===== src/hdl/nms_pkg.sv =====
// ----------------------------------------------------------------------------
// nms_pkg - shared types and constants for sorted-box suppression
// Box, probe and configuration types, register indexes and the edge-span
// helper used by the top level and by every cell of the kept-box chain.
// ----------------------------------------------------------------------------
package nms_pkg;

  localparam int MAX_KEPT_DEF = 64;    // kept-table depth (cells in the chain)
  localparam int MAX_INPUTS   = 1024;  // boxes per frame before position saturates

  localparam int COORD_W = 16;         // Q12.4 corner coordinate
  localparam int CLS_W   = 8;
  localparam int AREA_W  = 32;         // Q24.8 area
  localparam int THR_W   = 8;          // Q0.8 threshold
  localparam int POS_W   = 10;
  localparam int CFG_IDX_W = 2;

  localparam int POS_LIMIT = (MAX_INPUTS - 1 < 1023) ? (MAX_INPUTS - 1) : 1023;

  localparam logic [THR_W-1:0] THR_RESET = THR_W'(115);  // 0.45 in Q0.8, truncated

  typedef enum logic [CFG_IDX_W-1:0] {
    REG_IOU_THR   = 2'd0,
    REG_CLASS_AGN = 2'd1
  } cfg_reg_t;

  typedef enum logic [1:0] {
    ST_IDLE,
    ST_RUN,
    ST_DECIDE
  } state_t;

  typedef struct packed {
    logic [CLS_W-1:0]   cls;
    logic [COORD_W-1:0] b;
    logic [COORD_W-1:0] r;
    logic [COORD_W-1:0] t;
    logic [COORD_W-1:0] l;
  } box_t;

  typedef struct packed {
    box_t              box;
    logic [AREA_W-1:0] area;
  } probe_t;

  typedef struct packed {
    logic             agnostic;
    logic [THR_W-1:0] thr;
  } cfg_t;

  // Length of one side; an inverted side counts as zero.
  function automatic logic [COORD_W-1:0] span(input logic [COORD_W-1:0] lo,
                                              input logic [COORD_W-1:0] hi);
    logic [COORD_W-1:0] res;
    res = (hi > lo) ? (hi - lo) : '0;
    return res;
  endfunction

endpackage


===== src/hdl/nms_cell.sv =====
// ----------------------------------------------------------------------------
// nms_cell - one kept-box cell of the suppression chain
// Holds one stored box, compares the passing probe box against it in three
// registered steps and ORs its hit into the suppress flag moving down the row.
// ----------------------------------------------------------------------------
module nms_cell (
  input  logic            clk,
  input  nms_pkg::cfg_t   cfg,
  input  logic            ent_valid,
  input  logic            wr_en,
  input  nms_pkg::probe_t wr_data,
  input  nms_pkg::probe_t probe_i,
  output nms_pkg::probe_t probe_o,
  input  logic            acc_i,
  output logic            acc_o
);

  nms_pkg::probe_t ent_r;
  nms_pkg::probe_t probe_r;

  logic [nms_pkg::AREA_W-1:0]  a_inter_r;
  logic [nms_pkg::AREA_W:0]    a_sum_r;
  logic                        a_match_r;
  logic [nms_pkg::AREA_W-1:0]  b_inter_r;
  logic [nms_pkg::AREA_W:0]    b_uni_r;
  logic                        b_match_r;
  logic                        acc_r;

  logic [nms_pkg::COORD_W-1:0] ix_lo, ix_hi, iy_lo, iy_hi, iw, ih;
  logic [nms_pkg::AREA_W-1:0]  inter_a;
  logic                        match_a;
  logic [nms_pkg::AREA_W+8:0]  lhs_c, rhs_c;
  logic                        hit_c;

  // overlap rectangle of probe and stored box
  always_comb begin
    ix_lo = (probe_r.box.l > ent_r.box.l) ? probe_r.box.l : ent_r.box.l;
    ix_hi = (probe_r.box.r < ent_r.box.r) ? probe_r.box.r : ent_r.box.r;
    iy_lo = (probe_r.box.t > ent_r.box.t) ? probe_r.box.t : ent_r.box.t;
    iy_hi = (probe_r.box.b < ent_r.box.b) ? probe_r.box.b : ent_r.box.b;
    iw    = nms_pkg::span(ix_lo, ix_hi);
    ih    = nms_pkg::span(iy_lo, iy_hi);
    inter_a = {{nms_pkg::COORD_W{1'b0}}, iw} * {{nms_pkg::COORD_W{1'b0}}, ih};
    match_a = ent_valid && (cfg.agnostic || (ent_r.box.cls == probe_r.box.cls));
  end

  // inter*256 > thr*union
  always_comb begin
    lhs_c = {1'b0, b_inter_r, 8'b0};
    rhs_c = (nms_pkg::AREA_W+9)'(cfg.thr) * (nms_pkg::AREA_W+9)'(b_uni_r);
    hit_c = b_match_r && (lhs_c > rhs_c);
  end

  always_ff @(posedge clk) begin
    if (wr_en) begin
      ent_r <= wr_data;
    end
    probe_r   <= probe_i;
    a_inter_r <= inter_a;
    a_sum_r   <= {1'b0, probe_r.area} + {1'b0, ent_r.area};
    a_match_r <= match_a;
    b_inter_r <= a_inter_r;
    b_uni_r   <= a_sum_r - {1'b0, a_inter_r};
    b_match_r <= a_match_r;
    acc_r     <= acc_i | hit_c;
  end

  assign probe_o = probe_r;
  assign acc_o   = acc_r;

endmodule


===== config.mk =====
export PLATFORM = sky130hd
export DESIGN_NAME = nms_cell
export DESIGN_NICKNAME = d
export VERILOG_FILES = /design/src/hdl/nms_pkg.sv /design/src/hdl/nms_cell.sv
export SDC_FILE = /design/constraint.sdc
export NUM_CORES = 2
export LEC_CHECK = 0
export ABC_AREA = 1
export BUFFER_PORTS_ARGS = -buffer_cell sky130_fd_sc_hd__buf_4
export CAP_MARGIN = 10
export CORE_UTILIZATION = 55
export CTS_CLUSTER_SIZE = 10
export DETAILED_ROUTE_END_ITERATION = 6
export GPL_ROUTABILITY_DRIVEN = 1
export GPL_TIMING_DRIVEN = 0
export PLACE_DENSITY = 0.75
export RECOVER_POWER = 25
export SLEW_MARGIN = 20
export SYNTH_ARGS = -nofsm -noshare
export SYNTH_HDL_FRONTEND = slang
export SYNTH_SLANG_ARGS = --single-unit

===== constraint.sdc =====
create_clock -name clk -period 11.34 [get_ports clk]
set_clock_uncertainty 0.05 [all_clocks]
set_input_delay 0.567 -clock clk [delete_from_list [all_inputs] [get_ports clk]]
set_output_delay 0.567 -clock clk [all_outputs]
set_load 0.05 [all_outputs]

== Word level (Yosys, flattened, before mapping) ==
Cells that the tools add are included.
Widths: inputs -> output; s select.

* Add/subtract/negate cells: 4
* Multiply operators: 2
* Divide/modulo/power cells: 0
* Order comparisons: 7
* Equal/unequal tests: 1
* Shifts and indexed selects: 0
* Mux-type cells: 6
* Bitwise gates (word level): 1
* Reduce and logical (&&, ||, !) cells: 3

{| class="wikitable"
|+ Operators by type and width
! cell !! number
|-
| $mux 16 || 6
|-
| $gt 16x16->1 || 4
|-
| $gt 40x41->1 || 1
|-
| $mul 8x33->41 || 1
|-
| $add 32x32->33 || 1
|-
| $sub 33x32->33 || 1
|-
| $lt 16x16->1 || 2
|-
| $mul 16x16->32 || 1
|-
| $sub 16x16->16 || 2
|-
| $eq 8x8->1 || 1
|-
| $logic_and 1x1->1 || 2
|-
| $logic_or 1x1->1 || 1
|-
| $or 1x1->1 || 1
|}

* Register bits: 341
* Bits in latches: 0
* Memory bits (writable): 0
* Bits in read-only memories: 0
* Input port bits: 221
* Word-level logic and storage cells: 43
* Memories: 0

== Logic depth before layout (Yosys ltp) ==
* Depth after elaboration: 5
* Depth in mapped cells: 51

== Least setup slack after synthesis ==
OpenSTA, ideal clock, no wires.

* Kind: reg-to-reg
* Start: register probe_r, in the netlist probe_o[35]
* End: register a_inter_r[28] (netlist name)
* Setup time: 0.072 ns
* Arrival: 8.504 ns
* Data required time: 11.218 ns
* Slack: 2.714 ns
* Stages on the path, launching flop included: 43
* Path buffers: 1
* Cell sequence: dfxtp_1 ha_1 nand2_1 inv_1 a221oi_1 o221ai_1 nand3_1 nand2_1 nand2_1 clkbuf_1 o21ai_0 ha_1 fa_1 o21ai_0 nand2_1 o211ai_2 nand2_1 o211ai_2 [7 not listed] fa_1 fa_1 inv_1 fa_1 inv_1 fa_1 inv_1 ha_1 a21oi_1 inv_1 nor2_1 nor2_1 o21ai_0 o211ai_1 nand3_1 nand2_1 a31oi_1 xor2_1

* Word-level cells in the longest chain between the ends: 5
* Elaborated cells on any way between the ends: 6

{| class="wikitable"
|+ Ends and longest elaborated chain
! item !! RTL line !! text
|-
| start: declaration || nms_cell.sv:19 || <nowiki>nms_pkg::probe_t probe_r;</nowiki>
|-
| start signal: assignment || nms_cell.sv:58 || <nowiki>probe_r <= probe_i;</nowiki>
|-
| $gt 16x16->1 || nms_cell.sv:37 || <nowiki>ix_lo = (probe_r.box.l > ent_r.box.l) ? probe_r.box.l : ent_r.box.l;</nowiki>
|-
| $mux 16 (*) || nms_cell.sv:37 ||
|-
| $sub 16x16->16 or $gt 16x16->1 (tied branches) || nms_pkg.sv:55 || <nowiki>res = (hi > lo) ? (hi - lo) : '0;</nowiki>
|-
| $mux 16 (*) || nms_pkg.sv:55 ||
|-
| $mul 16x16->32 (*) || nms_cell.sv:43 || <nowiki>inter_a = {{nms_pkg::COORD_W{1'b0}}, iw} * {{nms_pkg::COORD_W{1'b0}}, ih};</nowiki>
|-
| via inter_a (one bit) || nms_cell.sv:30 || <nowiki>logic [nms_pkg::AREA_W-1:0] inter_a;</nowiki>
|-
| end signal: assignment || nms_cell.sv:59 || <nowiki>a_inter_r <= inter_a;</nowiki>
|-
| end: declaration || nms_cell.sv:21 || <nowiki>logic [nms_pkg::AREA_W-1:0] a_inter_r;</nowiki>
|}

Mark *: on every way through the listed nets, which the timed path passes. The rest lies on a longest branch.
A chain may end at the register's enable or synchronous reset.

== Worst setup path after layout ==
* Start: register ent_r[33] (netlist name)
* End: register a_inter_r[28] (netlist name)

* Word-level cells in the longest chain between the ends: 5
* Elaborated cells on any way between the ends: 6

{| class="wikitable"
|+ Ends and longest elaborated chain
! item !! RTL line !! text
|-
| start: declaration || nms_cell.sv:18 || <nowiki>nms_pkg::probe_t ent_r;</nowiki>
|-
| start signal: assignment || nms_cell.sv:56 || <nowiki>ent_r <= wr_data;</nowiki>
|-
| $gt 16x16->1 || nms_cell.sv:37 ||
|-
| $mux 16 (*) || nms_cell.sv:37 ||
|-
| $sub 16x16->16 or $gt 16x16->1 (tied branches) || nms_pkg.sv:55 ||
|-
| $mux 16 (*) || nms_pkg.sv:55 ||
|-
| $mul 16x16->32 (*) || nms_cell.sv:43 ||
|-
| via inter_a (one bit) || nms_cell.sv:30 ||
|}

Marked as above.

==> impl_metrics.ini <==
[cts]
clk_latency_ps = 560
cts_max_path_buffers = 3
cts.root.buffer_cell = clkbuf_16
cts_hold_buf = 0
cts_tree = built
cts_resized = 0
clk_pin_slew_ps = 60
clock-sinks = 341
htree_levels = 2
post_cts_buffers = 0
numCtsBuffers = 41

[worst_hold_path]
holdCritPathClass = in -> reg
holdPathStages = 1

[worst_setup_path]
required_ps = 11710
end_kind = flip-flop
path_buf_inv = 8
worstSetupPathDepth = 41
worst-path-max-fanout = 10
cpLargestDelayFamily = adder cells
crit_slowest_cell = fa_1
worstSetupPathType = reg -> reg
ff2ff_path_depth = 41
critPathLaunchType = flip-flop
cp_slowest_stage_delay_ps = 560
path_common_cell = nand2_1
cp.arrival_ps = 10680

[timing]
slew_viol_final = 0
timing.final.crit_share = 0.909
setup_viol = 0
min_period_ps = 10310
rsz0062_at_grt = false
max_freq_mhz = 97.0
hold_viol = 0
finalSetupTns_ps = 0
maxSlewHeadroom = 0.360
worstMarginPinSlew_ps = 960

[logic_synthesis]
ys_ff_latch = 341
synthCells = 3865
syn_area_per_cell_sq_um = 8.47
synth_edf_count = 104
syn_area_sq_um = 32700
synth-async-reset-ratio = 0
synth_ff_type = dfxtp_1
yosys_warnings = 0
yosysSeqAreaShare = 0.240
syn_nets = 4825
synth_cell_types = 57

[drt]
post-route-drc-count = 0
dr_total_vias = 26931
ant_nets = 0
drt-total-wl_mm = 89.8
first_iter_violations = 1947
wl_per_cell_um = 17.9
vias_per_cell = 5.36
drt-pass1-iter-count = 5

[global_routing]
overflow = 0
antenna_found_initial = 3
grt_max_degree = 105
grt_pass1_vias = 27552
grt_usage = 0.304
grt_pass1_wl_mm = 143

[cells_and_area]
multiInputGateArea_sq_um = 21400
seqCellArea_sq_um = 7870
syn_to_final_growth_pct = 14.0
nFillCells = 5004
drive_gt1_frac = 0.110
final_nets = 5185

[outcome]
status = finished, final reports clean

[floorplanning]
pin_count = 326
die-area_sq_um = 60500
core-area_sq_um = 58900
die_w_um = 246
rows = 89
die_h_um = 246
initial_core_util = 0.555

[place]
port_buffers = 317
dp.final_hpwl_mm = 75.5
place_congestion = 1.00

[run]
maxCapViolations = 0
-- cell usage after synthesis, types with 11 or more instances --
cell	n	share of area
xor2_1	84	0.022
a31oi_1	26	0.0050
a21o_1	19	0.0044
dfxtp_1	237	0.15
o21ai_0	135	0.021
clkbuf_1	58	0.0067
ha_1	355	0.14
fa_1	384	0.23
o21a_1	19	0.0044
nand3_1	62	0.0095
nand2_1	750	0.086
nor3_1	22	0.0034
nor4_1	16	0.0031
clkbuf_2	23	0.0035
nor2_1	293	0.034
nor2_2	13	0.0025
xnor2_1	60	0.016
o21ai_1	11	0.0017
inv_1	794	0.091
edfxtp_1	104	0.095
inv_2	14	0.0016
o21bai_1	14	0.0032
a21oi_1	243	0.037
nand4_1	22	0.0042
-- cells in the final DEF (no fill, tap or decap), types with 11 or more instances in the layout --
cell type and n:
nor2_1 293, nor2_2 13, a21oi_1 243, o21ai_0 135, ha_1 355, clkbuf_1 83, xnor2_1 60, edfxtp_1 104
buf_4 185, fa_1 384, o21ai_1 11, a21o_1 19, nand4_1 22, nand3_1 62, nor4_1 16, inv_2 14
clkbuf_4 132, clkbuf_16 44, a31oi_1 26, clkbuf_2 23, o21a_1 19, inv_1 794, nand2_1 750, xor2_1 84
o21bai_1 14, nor3_1 22, dfxtp_1 237
-- final cells by class --
cell class / instances / area share
multi-input combinational: 2616 / 0.573
buffer: 94 / 0.0116
timing repair buffer: 317 / 0.0634
clock buffer: 65 / 0.0319
antenna: 2 / 0.000134
sequential: 341 / 0.211
tap: 773 / 0.0259
inverter: 814 / 0.0820
clock inverter: 3 / 0.00124
-- registers in the layout, indices dropped and copies added (netlist names) --
name,count
b_match_r,1
a_inter_r,32
probe_o,104
b_inter_r,32
ent_r,104
a_match_r,1
acc_o,1
b_uni_r,33
a_sum_r,33
-- worst register-to-register path: cells and delay by family (launching register included) --
| family | cells | cell delay (ps) |
|---|---|---|
| AOI/OAI and AO/OA | 9 | 1740 |
| xor gates and xnor gates | 1 | 160 |
| adders and majority gates | 10 | 4410 |
| buffers and inverters | 8 | 1320 |
| DFF | 1 | 380 |
| and+or+nand+nor | 13 | 2150 |
-- per-layer routing --
metal,global-route usage,wire (um),up-vias
met3,0.0578,7550,149
met2,0.517,42900,1095
met4,0.0807,2380,0
li1,-,-,12770
met5,0,0,-
met1,0.395,36900,12917
-- cells by family after synthesis --
family	count (synthesis)	synth area share
AO/OA/AOI/OAI	518	0.0899
XOR/XNOR	144	0.0385
adder cells (fa/ha/maj)	739	0.371
buffers and inverters	908	0.107
flip-flops	341	0.240
AND/OR/NAND/NOR	1215	0.154
-- stage by stage --
| stage | cells | worst slack [ps] | hold WS (ps) | utilization | area (sq um) |
|---|---|---|---|---|---|
| 6_report | 5025 | 1030 | 79.7 | 0.633 | 37300 |
| 5_1_grt | 5024 | 534 | 69.7 | 0.633 | 37300 |
| 4_1_cts | 5023 | 1270 | 42.5 | 0.633 | 37300 |
| 3_5_place_dp | 4955 | 1340 | 292 | 0.612 | 36100 |
| 3_3_place_gp | 4955 | 1400 | 263 | 0.612 | 36100 |
| 2_1_floorplan | 3865 | 2710 | 260 | - | 32700 |
-- worst paths after layout --
check,start,endpoint,slack [ps]
max reg2reg,ent_r[33],a_inter_r[28],1030
max,ent_r[33],a_inter_r[28],1030
min reg2reg,a_match_r,b_match_r,300
min,probe_i[6],probe_o[6],80
Power is left out: the tool's default activity adds up to more than one toggle a clock period on the data nets, which glitch-free logic cannot reach.
